$ cat config.mk
export PLATFORM = sky130hd
export DESIGN_NAME = encoder_position_tracker
export DESIGN_NICKNAME = d
export VERILOG_FILES = /design/src/rtl/core/enpt_pkg.sv /design/src/rtl/core/encoder_position_tracker.sv
export SDC_FILE = /design/constraint.sdc
export NUM_CORES = 2
export LEC_CHECK = 0
export ABC_AREA = 0
export BUFFER_PORTS_ARGS = -buffer_cell sky130_fd_sc_hd__buf_2
export CAP_MARGIN = 0
export CELL_PAD_IN_SITES_DETAIL_PLACEMENT = 1
export CELL_PAD_IN_SITES_GLOBAL_PLACEMENT = 2
export CORE_ASPECT_RATIO = 0.5
export CORE_UTILIZATION = 43
export DETAILED_ROUTE_END_ITERATION = 10
export GPL_ROUTABILITY_DRIVEN = 1
export PLACE_DENSITY_LB_ADDON = 0.1
export SLEW_MARGIN = 25
export SYNTH_ARGS = -nofsm -noshare
export SYNTH_HDL_FRONTEND = slang
export SYNTH_SLANG_ARGS = --single-unit
$ cat constraint.sdc
create_clock -name clk -period 9.28 [get_ports clk]
set_input_delay 0.464 -clock clk [delete_from_list [all_inputs] [get_ports clk]]
set_output_delay 0.464 -clock clk [all_outputs]
set_load 0.01 [all_outputs]
$ cat src/rtl/core/enpt_pkg.sv
`timescale 1ns / 1ps
`default_nettype none

package enpt_pkg;

  // raw counter width in use, taken from the low bits of the raw_count field
  localparam int RAW_WIDTH = 16;
  localparam int RAW_FIELD_W = 16;

  // stream payload layout
  localparam int IN_TDATA_W = 24;
  localparam int IN_TUSER_W = 1;
  localparam int OUT_TDATA_W = 32;
  localparam int ENA_LSB = 0;
  localparam int RAW_LSB = 1;

  // configuration port
  localparam int CFG_IDX_W = 3;
  localparam int CFG_DATA_W = 32;

  localparam logic [CFG_IDX_W-1:0] REG_ABS_MODE = 3'd0;
  localparam logic [CFG_IDX_W-1:0] REG_DIR_INV = 3'd1;
  localparam logic [CFG_IDX_W-1:0] REG_LIN_LIM = 3'd2;
  localparam logic [CFG_IDX_W-1:0] REG_PULSE_DIV = 3'd3;
  localparam logic [CFG_IDX_W-1:0] REG_ZERO_OFF = 3'd4;
  localparam logic [CFG_IDX_W-1:0] REG_POS_MIN = 3'd5;
  localparam logic [CFG_IDX_W-1:0] REG_POS_MAX = 3'd6;

  // action codes carried in tuser
  localparam logic [IN_TUSER_W-1:0] ACT_POLL = 1'b0;
  localparam logic [IN_TUSER_W-1:0] ACT_ENABLE = 1'b1;

  // datapath widths
  localparam int ACC_W = 32;
  localparam int PDIV_W = 16;
  localparam int ZOFF_W = 16;
  localparam int POS_W = 34;     // quotient plus offset, or bound
  localparam int DVD_W = 35;     // signed distance from the lower bound
  localparam int DVS_W = 33;     // divisor / span
  localparam int ALU_W = 51;     // holds the widest product
  localparam int DIV_STEPS = DVD_W;
  localparam int CNT_W = 6;

  // reset values
  localparam logic [PDIV_W-1:0] PULSE_DIV_RST = 16'd1;
  localparam logic [ACC_W-1:0] POS_MAX_RST = 32'd4096;
  localparam logic [ACC_W-1:0] LAST_POS_RST = 32'h8000_0000;
  localparam logic [ACC_W-1:0] INT32_MAX_V = 32'h7fff_ffff;
  localparam logic [ACC_W-1:0] INT32_MIN_V = 32'h8000_0000;

endpackage

`default_nettype wire

$ cat src/rtl/core/encoder_position_tracker.sv
`timescale 1ns / 1ps
`default_nettype none
// a poll is taken only in idle and runs load, 35-step divide, zero offset add,
// linear clamp (16-step multiply when it fires) or circular wrap (35-step modulo),
// then report, which waits for a free output slot; the shared 51-bit adder serves
// the divide, the modulo and the multiply; enable commands are handled in idle
// reset (rst_n low, synchronous): registers to defaults, accumulator and last
// raw sample to zero, last position to -2^31, enabled set, no result pending

module encoder_position_tracker (
  input  wire                                 clk,
  input  wire                                 rst_n,
  // input channel
  input  wire                                 in_tvalid,
  output logic                                in_tready,
  input  wire  [enpt_pkg::IN_TDATA_W-1:0]     in_tdata,   // enable_value, raw_count[15:0], zero pad
  input  wire  [enpt_pkg::IN_TUSER_W-1:0]     in_tuser,   // action
  // result channel
  output logic                                out_tvalid,
  input  wire                                 out_tready,
  output logic [enpt_pkg::OUT_TDATA_W-1:0]    out_tdata,  // report_value
  // configuration write port
  input  wire                                 cfg_we,
  input  wire  [enpt_pkg::CFG_IDX_W-1:0]      cfg_index,
  input  wire  [enpt_pkg::CFG_DATA_W-1:0]     cfg_wdata
);
  import enpt_pkg::*;

  // sequencer states
  typedef enum logic [3:0] {
    S_IDLE,   // waiting for a transaction
    S_LOAD,   // set up |accumulator| / divider
    S_DIV,    // restoring divide, one bit per cycle
    S_POS,    // sign fix of quotient, add zero offset
    S_LIM,    // clamp or set up the circular modulo
    S_MUL,    // (bound - offset) * divider, shift-add from the msb
    S_SAT,    // saturate the product into the accumulator
    S_MOD,    // restoring divide for the wrap remainder
    S_WRAP,   // non-negative remainder, back into range
    S_RPT     // compare with last position, emit a result
  } state_t;

  state_t state_r, state_nxt;

  // configuration registers
  logic              abs_mode_r;
  logic              dir_inv_r;
  logic              lin_lim_r;
  logic [PDIV_W-1:0] pulse_div_r;
  logic [ZOFF_W-1:0] zero_off_r;
  logic [ACC_W-1:0]  pos_min_r;
  logic [ACC_W-1:0]  pos_max_r;

  // tracking state
  logic [RAW_WIDTH-1:0] last_raw_r, last_raw_nxt;
  logic [ACC_W-1:0]     acc_r, acc_nxt;
  logic [ACC_W-1:0]     last_pos_r, last_pos_nxt;
  logic                 enabled_r, enabled_nxt;

  // shared datapath registers
  logic [DVD_W-1:0]  sh_r, sh_nxt;        // dividend in, quotient out
  logic [DVS_W-1:0]  rem_r, rem_nxt;      // partial remainder
  logic [DVS_W-1:0]  dv_r, dv_nxt;        // divisor or span
  logic              neg_r, neg_nxt;      // sign of the dividend
  logic [POS_W-1:0]  pos_r, pos_nxt;      // working position
  logic [POS_W-1:0]  mcand_r, mcand_nxt;  // multiplicand
  logic [ALU_W-1:0]  prod_r, prod_nxt;
  logic [CNT_W-1:0]  cnt_r, cnt_nxt;

  // output register
  logic                   out_valid_r, out_valid_nxt;
  logic [OUT_TDATA_W-1:0] out_data_r, out_data_nxt;

  // effective divider, zero acts as one
  logic [PDIV_W-1:0] div_eff;
  assign div_eff = (pulse_div_r == '0) ? PDIV_W'(1) : pulse_div_r;

  // shared adder: trial subtract in divide mode, accumulate in multiply mode
  logic [ALU_W-1:0]   alu_a, alu_b, alu_sum;
  logic               alu_cin;
  logic [DVS_W:0]     trial;
  logic               div_ge;
  logic               mul_bit;
  logic               mul_mode;

  assign trial    = {rem_r, sh_r[DVD_W-1]};
  assign mul_mode = (state_r == S_MUL);
  assign mul_bit  = div_eff[4'(PDIV_W-1) - cnt_r[3:0]];

  always_comb begin
    if (mul_mode) begin
      alu_a   = {prod_r[ALU_W-2:0], 1'b0};
      alu_b   = mul_bit ? {{(ALU_W-POS_W){mcand_r[POS_W-1]}}, mcand_r} : '0;
      alu_cin = 1'b0;
    end else begin
      alu_a   = {{(ALU_W-DVS_W-1){1'b0}}, trial};
      alu_b   = ~{{(ALU_W-DVS_W){1'b0}}, dv_r};
      alu_cin = 1'b1;
    end
  end

  assign alu_sum = alu_a + alu_b + {{(ALU_W-1){1'b0}}, alu_cin};
  // both operands non-negative, so the sign of the difference is the borrow
  assign div_ge  = ~alu_sum[ALU_W-1];

  // sign-extended views of the bounds and offset
  logic [POS_W-1:0] lo_x, hi_x, zoff_x;
  assign lo_x   = {{(POS_W-ACC_W){pos_min_r[ACC_W-1]}}, pos_min_r};
  assign hi_x   = {{(POS_W-ACC_W){pos_max_r[ACC_W-1]}}, pos_max_r};
  assign zoff_x = {{(POS_W-ZOFF_W){zero_off_r[ZOFF_W-1]}}, zero_off_r};

  // poll front end
  logic [RAW_WIDTH-1:0] raw_in, raw_delta;
  logic [ACC_W-1:0]     delta_x;
  assign raw_in    = in_tdata[RAW_LSB +: RAW_WIDTH];
  assign raw_delta = raw_in - last_raw_r;
  assign delta_x   = {{(ACC_W-RAW_WIDTH){raw_delta[RAW_WIDTH-1]}}, raw_delta};

  // helpers used in single states
  logic [ACC_W-1:0] acc_mag, q_mag, q_sgn, upos;
  logic [DVD_W-1:0] lo_gap, lo_gap_mag;
  logic [DVS_W-1:0] span, rem_fix;
  logic             sat_hi, sat_lo;

  assign acc_mag    = acc_r[ACC_W-1] ? (~acc_r + ACC_W'(1)) : acc_r;
  assign q_mag      = sh_r[ACC_W-1:0];
  assign q_sgn      = neg_r ? (~q_mag + ACC_W'(1)) : q_mag;
  assign lo_gap     = {pos_r[POS_W-1], pos_r} - {lo_x[POS_W-1], lo_x};
  assign lo_gap_mag = lo_gap[DVD_W-1] ? (~lo_gap + DVD_W'(1)) : lo_gap;
  assign span     = {pos_max_r[ACC_W-1], pos_max_r} - {pos_min_r[ACC_W-1], pos_min_r}
                    + DVS_W'(1);
  assign rem_fix  = (neg_r && (rem_r != '0)) ? (dv_r - rem_r) : rem_r;
  assign upos     = pos_r[ACC_W-1:0];
  // product out of 32-bit range when bit 31 and the bits above it are not all sign
  assign sat_hi   = ~prod_r[ALU_W-1] && (prod_r[ALU_W-2:ACC_W-1] != '0);
  assign sat_lo   = prod_r[ALU_W-1] && (prod_r[ALU_W-2:ACC_W-1] != '1);

  assign in_tready  = (state_r == S_IDLE);
  assign out_tvalid = out_valid_r;
  assign out_tdata  = out_data_r;

  always_comb begin
    state_nxt     = state_r;
    last_raw_nxt  = last_raw_r;
    acc_nxt       = acc_r;
    last_pos_nxt  = last_pos_r;
    enabled_nxt   = enabled_r;
    sh_nxt        = sh_r;
    rem_nxt       = rem_r;
    dv_nxt        = dv_r;
    neg_nxt       = neg_r;
    pos_nxt       = pos_r;
    mcand_nxt     = mcand_r;
    prod_nxt      = prod_r;
    cnt_nxt       = cnt_r;
    out_valid_nxt = out_valid_r && !out_tready;
    out_data_nxt  = out_data_r;

    case (state_r)
      S_IDLE: begin
        if (in_tvalid) begin
          if (in_tuser == ACT_ENABLE) begin
            enabled_nxt = in_tdata[ENA_LSB];
          end else begin
            last_raw_nxt = raw_in;
            acc_nxt      = dir_inv_r ? (acc_r + delta_x) : (acc_r - delta_x);
            state_nxt    = S_LOAD;
          end
        end
      end
      S_LOAD: begin
        neg_nxt   = acc_r[ACC_W-1];
        sh_nxt    = {{(DVD_W-ACC_W){1'b0}}, acc_mag};
        rem_nxt   = '0;
        dv_nxt    = {{(DVS_W-PDIV_W){1'b0}}, div_eff};
        cnt_nxt   = '0;
        state_nxt = S_DIV;
      end
      S_DIV, S_MOD: begin
        rem_nxt = div_ge ? alu_sum[DVS_W-1:0] : trial[DVS_W-1:0];
        sh_nxt  = {sh_r[DVD_W-2:0], div_ge};
        cnt_nxt = cnt_r + CNT_W'(1);
        if (cnt_r == CNT_W'(DIV_STEPS-1)) begin
          state_nxt = (state_r == S_DIV) ? S_POS : S_WRAP;
        end
      end
      S_POS: begin
        pos_nxt   = {{(POS_W-ACC_W){q_sgn[ACC_W-1]}}, q_sgn} + zoff_x;
        state_nxt = S_LIM;
      end
      S_LIM: begin
        cnt_nxt  = '0;
        prod_nxt = '0;
        if (lin_lim_r) begin
          if ($signed(pos_r) < $signed(lo_x)) begin
            pos_nxt   = lo_x;
            mcand_nxt = lo_x - zoff_x;
            state_nxt = S_MUL;
          end else if ($signed(pos_r) > $signed(hi_x)) begin
            pos_nxt   = hi_x;
            mcand_nxt = hi_x - zoff_x;
            state_nxt = S_MUL;
          end else begin
            state_nxt = S_RPT;
          end
        end else if ($signed(pos_min_r) > $signed(pos_max_r)) begin
          // inverted limits collapse onto the minimum
          pos_nxt   = lo_x;
          state_nxt = S_RPT;
        end else begin
          neg_nxt   = lo_gap[DVD_W-1];
          sh_nxt    = lo_gap_mag;
          rem_nxt   = '0;
          dv_nxt    = span;
          state_nxt = S_MOD;
        end
      end
      S_MUL: begin
        prod_nxt = alu_sum;
        cnt_nxt  = cnt_r + CNT_W'(1);
        if (cnt_r == CNT_W'(PDIV_W-1)) begin
          state_nxt = S_SAT;
        end
      end
      S_SAT: begin
        if (sat_hi) begin
          acc_nxt = INT32_MAX_V;
        end else if (sat_lo) begin
          acc_nxt = INT32_MIN_V;
        end else begin
          acc_nxt = prod_r[ACC_W-1:0];
        end
        state_nxt = S_RPT;
      end
      S_WRAP: begin
        pos_nxt   = lo_x + {{(POS_W-DVS_W){1'b0}}, rem_fix};
        state_nxt = S_RPT;
      end
      S_RPT: begin
        if (upos == last_pos_r) begin
          state_nxt = S_IDLE;
        end else if (!enabled_r) begin
          last_pos_nxt = upos;
          state_nxt    = S_IDLE;
        end else if (!out_valid_r || out_tready) begin
          // output slot free this cycle
          out_valid_nxt = 1'b1;
          out_data_nxt  = abs_mode_r ? upos : (upos - last_pos_r);
          last_pos_nxt  = upos;
          state_nxt     = S_IDLE;
        end
      end
      default: begin
        state_nxt = S_IDLE;
      end
    endcase
  end

  always_ff @(posedge clk) begin
    if (!rst_n) begin
      state_r     <= S_IDLE;
      abs_mode_r  <= 1'b0;
      dir_inv_r   <= 1'b0;
      lin_lim_r   <= 1'b0;
      pulse_div_r <= PULSE_DIV_RST;
      zero_off_r  <= '0;
      pos_min_r   <= '0;
      pos_max_r   <= POS_MAX_RST;
      last_raw_r  <= '0;
      acc_r       <= '0;
      last_pos_r  <= LAST_POS_RST;
      enabled_r   <= 1'b1;
      cnt_r       <= '0;
      out_valid_r <= 1'b0;
    end else begin
      state_r     <= state_nxt;
      last_raw_r  <= last_raw_nxt;
      acc_r       <= acc_nxt;
      last_pos_r  <= last_pos_nxt;
      enabled_r   <= enabled_nxt;
      cnt_r       <= cnt_nxt;
      out_valid_r <= out_valid_nxt;
      if (cfg_we) begin
        case (cfg_index)
          REG_ABS_MODE:  abs_mode_r  <= cfg_wdata[0];
          REG_DIR_INV:   dir_inv_r   <= cfg_wdata[0];
          REG_LIN_LIM:   lin_lim_r   <= cfg_wdata[0];
          REG_PULSE_DIV: pulse_div_r <= cfg_wdata[PDIV_W-1:0];
          REG_ZERO_OFF:  zero_off_r  <= cfg_wdata[ZOFF_W-1:0];
          REG_POS_MIN:   pos_min_r   <= cfg_wdata[ACC_W-1:0];
          REG_POS_MAX:   pos_max_r   <= cfg_wdata[ACC_W-1:0];
          default: ;
        endcase
      end
    end
  end

  // datapath registers, no reset needed
  always_ff @(posedge clk) begin
    sh_r       <= sh_nxt;
    rem_r      <= rem_nxt;
    dv_r       <= dv_nxt;
    neg_r      <= neg_nxt;
    pos_r      <= pos_nxt;
    mcand_r    <= mcand_nxt;
    prod_r     <= prod_nxt;
    out_data_r <= out_data_nxt;
  end

endmodule

`default_nettype wire

=== Yosys cells after proc, flatten, opt, wreduce, memory -nomap -nowiden ===
Cells that the tools add are included.

* Register bits: 444
* Input port bits: 65

* Bitwise logic cells: 8
* $lt $le $gt $ge: 4
* Reductions and logical operators: 40
* Equal/unequal tests: 29
* Mux-type cells: 59
* $add $sub $neg: 19

{| class="wikitable"
|+ Operator list
! cell !! number
|-
| $mux W32 || 10
|-
| $mux W34 || 6
|-
| $mux W33 || 6
|-
| $mux W51 || 3
|-
| $mux W35 || 3
|-
| $pmux W35 S3 || 1
|-
| $pmux W34 S3 || 1
|-
| $pmux W51 S2 || 1
|-
| $pmux W33 S3 || 1
|-
| $pmux W33 S2 || 1
|-
| $sub A32 B16 Y33 || 2
|-
| $add A32 B1 Y32 const B || 2
|-
| $not A32 Y32 || 2
|-
| $pmux W32 S2 || 1
|-
| $sub A32 B32 Y32 || 2
|-
| $add A51 B1 Y51 || 1
|-
| $add A51 B51 Y51 || 1
|-
| $not A33 Y51 || 1
|-
| $mux W4 || 12
|-
| $add A35 B1 Y35 const B || 1
|-
| $not A35 Y35 || 1
|-
| $sub A34 B32 Y35 || 1
|-
| $add A34 B33 Y34 || 1
|-
| $gt A34 B32 Y1 || 1
|-
| 49 further kinds || 97
|}

=== Longest topological paths before layout ===
* Depth after elaboration: 10
* Depth in mapped cells: 29
* Gate-level depth less buffers: 29

=== Worst setup path after synthesis ===
No wires, ideal clock.

* Path kind: reg2reg
* Start point: register pos_min_r[7]
* End point: register pos_r[0] (enable)
* Buffers on the path: 1
* Data arrival time: 5723 ps
* Clock period less this slack: 6201 ps
* Setup time: 479 ps
* Data required time: 8801 ps
* Slack: 3079 ps
* Stages on the path, launching flop included: 15
* Path through: dfxtp_1 -> inv_1 -> ha_1 -> buf_6 -> and4_4 -> a21o_1 -> nor4_1 -> a21oi_1 -> a311oi_1 -> o31ai_1 -> o21ai_1 -> nor2_1 -> a2111oi_0 -> a21oi_1 -> o32ai_1

* Longest elaborated chain between the ends: 3
* Elaborated cells on any way between the ends: 5
* Those cells by class: order compare: 2; eq/ne: 2; reduce/logical: 1

{| class="wikitable"
|+ Ends and longest elaborated chain
! item !! line !! source
|-
| start: declaration || encoder_position_tracker.sv:51 || <nowiki>logic [ACC_W-1:0] pos_min_r;</nowiki>
|-
| start signal: assignment || encoder_position_tracker.sv:290 || <nowiki>REG_POS_MIN: pos_min_r <= cfg_wdata[ACC_W-1:0];</nowiki>
|-
| $lt A34 B32 Y1 or $gt A32 B32 Y1 (tied branches) || encoder_position_tracker.sv:195, encoder_position_tracker.sv:206 ||
|-
| $ne A4 B4 Y1 (no source line) or $ne A3 B3 Y1 (tied branches) || n/a ||
|-
| $reduce_and A3 Y1 (no source line) * || n/a ||
|-
| end signal: assignment || encoder_position_tracker.sv:304 || <nowiki>pos_r <= pos_nxt;</nowiki>
|-
| end: declaration || encoder_position_tracker.sv:65 || <nowiki>logic [POS_W-1:0] pos_r, pos_nxt;</nowiki>
|}

Every way passes the cells marked *; elsewhere a longest branch is shown, timed or not.
A chain may end at the register's enable or synchronous reset.

=== Worst setup path after layout ===
* Start point: register pos_min_r[6]
* End point: register mcand_r[30] (data pin)

* Longest elaborated chain between the ends: 2
* Elaborated cells on any way between the ends: 3
* Those cells by class: add/sub: 1; order compare: 1; mux: 1

{| class="wikitable"
|+ Ends and longest elaborated chain
! item !! line !! source
|-
| $sub A32 B16 Y33 or $lt A34 B32 Y1 (tied branches) || encoder_position_tracker.sv:197, encoder_position_tracker.sv:195 ||
|-
| $mux W34 * || encoder_position_tracker.sv:195 || <nowiki>if ($signed(pos_r) < $signed(lo_x)) begin</nowiki>
|-
| end signal: assignment || encoder_position_tracker.sv:305 || <nowiki>mcand_r <= mcand_nxt;</nowiki>
|-
| end: declaration || encoder_position_tracker.sv:66 || <nowiki>logic [POS_W-1:0] mcand_r, mcand_nxt;</nowiki>
|}

Marked as above.

==> run_results.csv <==
group,metric,value,unit
logic_synthesis,synth_cell_types,91,
logic_synthesis,yosysWarnings,0,
logic_synthesis,ys_seq_area_frac,0.2822,
power,p_leak,17.65,nW
logic_synthesis,syn_nets,5437,
floorplanning,fp-row-count,79,
placement,place.gp.congestion,0.9676,
timing,min_period,7.378,ns
logic_synthesis,synth-seq-cells,443,
global_routing,grt_pass1_wl,228300,um
cts,cts_resized,0,
cts,clock_path_buffers,3,
logic_synthesis,syn-cell-area,40370,um^2
power,clkPwrFrac,0.153,
global_routing,overflow,0,
timing,max_freq,0.1355,GHz
floorplanning,ioPinCount,99,
timing,setup_viol,0,
detailed_routing,ant_nets,0,
detailed_routing,dr_total_vias,37860,
cts,numCtsBuffers,49,
power,p_int,7.070,mW
detailed_routing,wirelength,154200,um
global_routing,antenna_found_initial,7,
logic_synthesis,synth_edf_count,252,
setup_path,cp_slowest_stage_delay,0.54,ns
floorplanning,die_area,95180,um^2
cts,cts_tree,"done",
cts,clockRootBuffer,"clkbuf_16",
placement,portBuffers,91,
timing,post-route-period-util,0.7951,
logic_synthesis,synth.avg_cell_area,8.192,um^2
floorplanning,dieWidth,435.3,um
detailed_routing,avgViaCountPerCell,6.107,
setup_path,critPathKind,"flip-flop to flip-flop",
floorplanning,core-area,93010,um^2
timing,worst_pin_slew,1.119,ns
placement,dp_hpwl,123200,um
cts,numClockSinks,443,
timing,skew,0.02282,ns
cts,clk_latency,0.66,ns
setup_path,crit_buf_inv,4,
power,total_power,14.22,mW
global_routing,grt_pass1_vias,36270,
timing,relSlewSlack,0.2478,
cts,ctsHoldBuffers,1,
status,status,"completed",
setup_path,critPathRequiredTime,9.68,ns
cts,htreeDepth,2,
detailed_routing,wl_per_cell,24.88,um
final_layout,syn_to_final_growth,8.489,%
setup_path,r2r-start,"pos_min_r[6]$_SDFFE_PN0P_",
detailed_routing,dr.pass1.iters,5,
job,drv_cap,0,
setup_path,arrival,7.78,ns
power,p_sw_frac,0.5028,
setup_path,crit_family,"compound AO/OA/AOI/OAI gates",
setup_path,worstPathMaxFanout,12,
setup_path,cp_slowest_cell,"nor4_1",
global_routing,grt_max_degree,97,
final_layout,final_nets,5411,
floorplanning,initial_utilization,0.4340,
setup_path,startpoint,"pos_min_r[6]$_SDFFE_PN0P_",
detailed_routing,drtIter0Drc,3098,
final_layout,drive_gt1_frac,0.06150,
power,power.switching,7.148,mW
power,p_comb_frac,0.632,
setup_path,endpoint_kind,"flip-flop",
timing,rsz0062_at_grt,"false",
power,seqPwrFrac,0.215,
logic_synthesis,ys.flop_type,"edfxtp_1",
worst_hold_path,hold_path.class,"input port to flip-flop",
setup_path,startpoint_type,"flip-flop",
timing,slew_violations,0,
logic_synthesis,synth-async-reset-ratio,0,
cts,cts_setup_buffers,0,
cts,clk_pin_slew,0.07,ns
detailed_routing,drc_errors,0,
timing,fin_setup_tns,0,ns
floorplanning,die_h,218.7,um
power,power_density,324.6,nW/um^2
timing,holdWs,0.06155,ns
power,vdd_ir_drop_max,274.0,uV
worst_hold_path,min-delay-start,"cfg_wdata[30]",
logic_synthesis,synthCells,4928,
timing,hold_viol_final,0,
global_routing,grt_use_total,0.3155,
synthesized netlist by cell type, types with 64 or more instances:
cell type | number | area [um^2]
nor2_1 | 348 | 1306
clkbuf_1 | 195 | 732.0
a21oi_1 | 305 | 1526
and3_1 | 69 | 431.7
xnor2_1 | 236 | 2067
nand3_1 | 76 | 380.4
xor2_1 | 134 | 1174
inv_1 | 243 | 912.1
mux2i_1 | 85 | 850.8
a21o_1 | 182 | 1366
o21ai_0 | 440 | 2202
a21boi_0 | 119 | 893.4
nand2_1 | 618 | 2320
nor3_1 | 80 | 400.4
nand2b_1 | 64 | 400.4
edfxtp_1 | 252 | 7567
ha_1 | 432 | 5405
a211oi_1 | 64 | 480.5
dfxtp_1 | 191 | 3824
cell usage in the layout, fill, tap and decap left out, drive strengths merged, types with 77 or more instances in the layout:
master / count
inv: 252
edfxtp: 252
dfxtp: 191
nand2: 618
o21ai: 448
buf: 135
nor2: 349
nor3: 81
a21o: 182
nand3: 77
xor2: 135
mux2i: 85
a21boi: 119
ha: 432
a21oi: 306
xnor2: 236
state kept, by name, indices dropped and copies added, names as in the netlist, 32 cells and up:
name,cells
prod_r,51
pos_r,34
dv_r,33
sh_r,35
mcand_r,33
acc_r,32
pos_max_r,32
pos_min_r,32
rem_r,33
out_tdata,32
last_pos_r,32
power groups by stage:
stage               clock network, mW  logic (mW)  registers (mW)
finish                           2.17        8.98            3.06
global route                     2.27        9.69            3.11
CTS                              2.21        8.73            3.05
detailed placement                  0        8.65            3.09
global placement                    0        8.48            3.07
floorplan                           0        6.09            2.95
layer usage:
metal | wire, um | vias up | global-route usage
met1 | 78570 | 18740 | 0.5000
met3 | 12920 | 116 | 0.05098
met5 | 0 | - | 0
li1 | - | 17900 | -
met2 | 60340 | 1108 | 0.4413
met4 | 2401 | 0 | 0.05528
kinds of logic (layout without fill, tap and decap cells):
family                   after synthesis  count (layout)  share of synthesized area
AND/OR/NAND/NOR                     1531            1531                     0.1764
adder cells (fa/ha/maj)              444             444                     0.1398
AO/OA/AOI/OAI                       1584            1584                     0.2524
flip-flops                           443             443                     0.2822
other                                  0               2                          0
XOR/XNOR                             371             371                    0.08068
buffers and inverters                458             473                    0.04321
multiplexers                          97              97                    0.02526
worst paths after layout:
kind / to / cells after the start / slack [ns]
worst max-delay path: mcand_r[30]$_DFFE_PP_ / 26 / 1.90
worst min-delay path: pos_max_r[30]$_SDFFE_PN0P_ / 3 / 0.06
worst max register to register: mcand_r[30]$_DFFE_PP_ / 26 / 1.90
worst min register to register: last_raw_r[13]$_SDFFE_PN0P_ / 2 / 0.47
per-stage QoR:
step / worst slack [ns] / area (um^2) / std cells / util
3_5_place_dp: 2.012 / 42040 / 6104 / 0.4519
5_1_grt: 1.503 / 43790 / 6198 / 0.4708
2_1_floorplan: 3.079 / 40370 / 4928 / -
6_report: 1.902 / 43800 / 6200 / 0.4709
4_1_cts: 1.992 / 43750 / 6197 / 0.4703
3_3_place_gp: 2.023 / 42020 / 6104 / 0.4517
tightest hold or removal path, stage by stage:
cell and delay, ns:
buf_2 0.10, nand2_1 0.04, a21boi_0 0.06
area by class of cell:
cell class	instances	area [um^2]
diodes	2	5.005
multi-input cells	4027	27390
fillers	11120	49220
clock inverters	26	285.3
clock buffers	66	1414
well taps	1255	1570
inverters	245	919.6
repair buffers	136	818.3
flip-flops and latches	443	11390
Power figures use the tool's default switching activity.
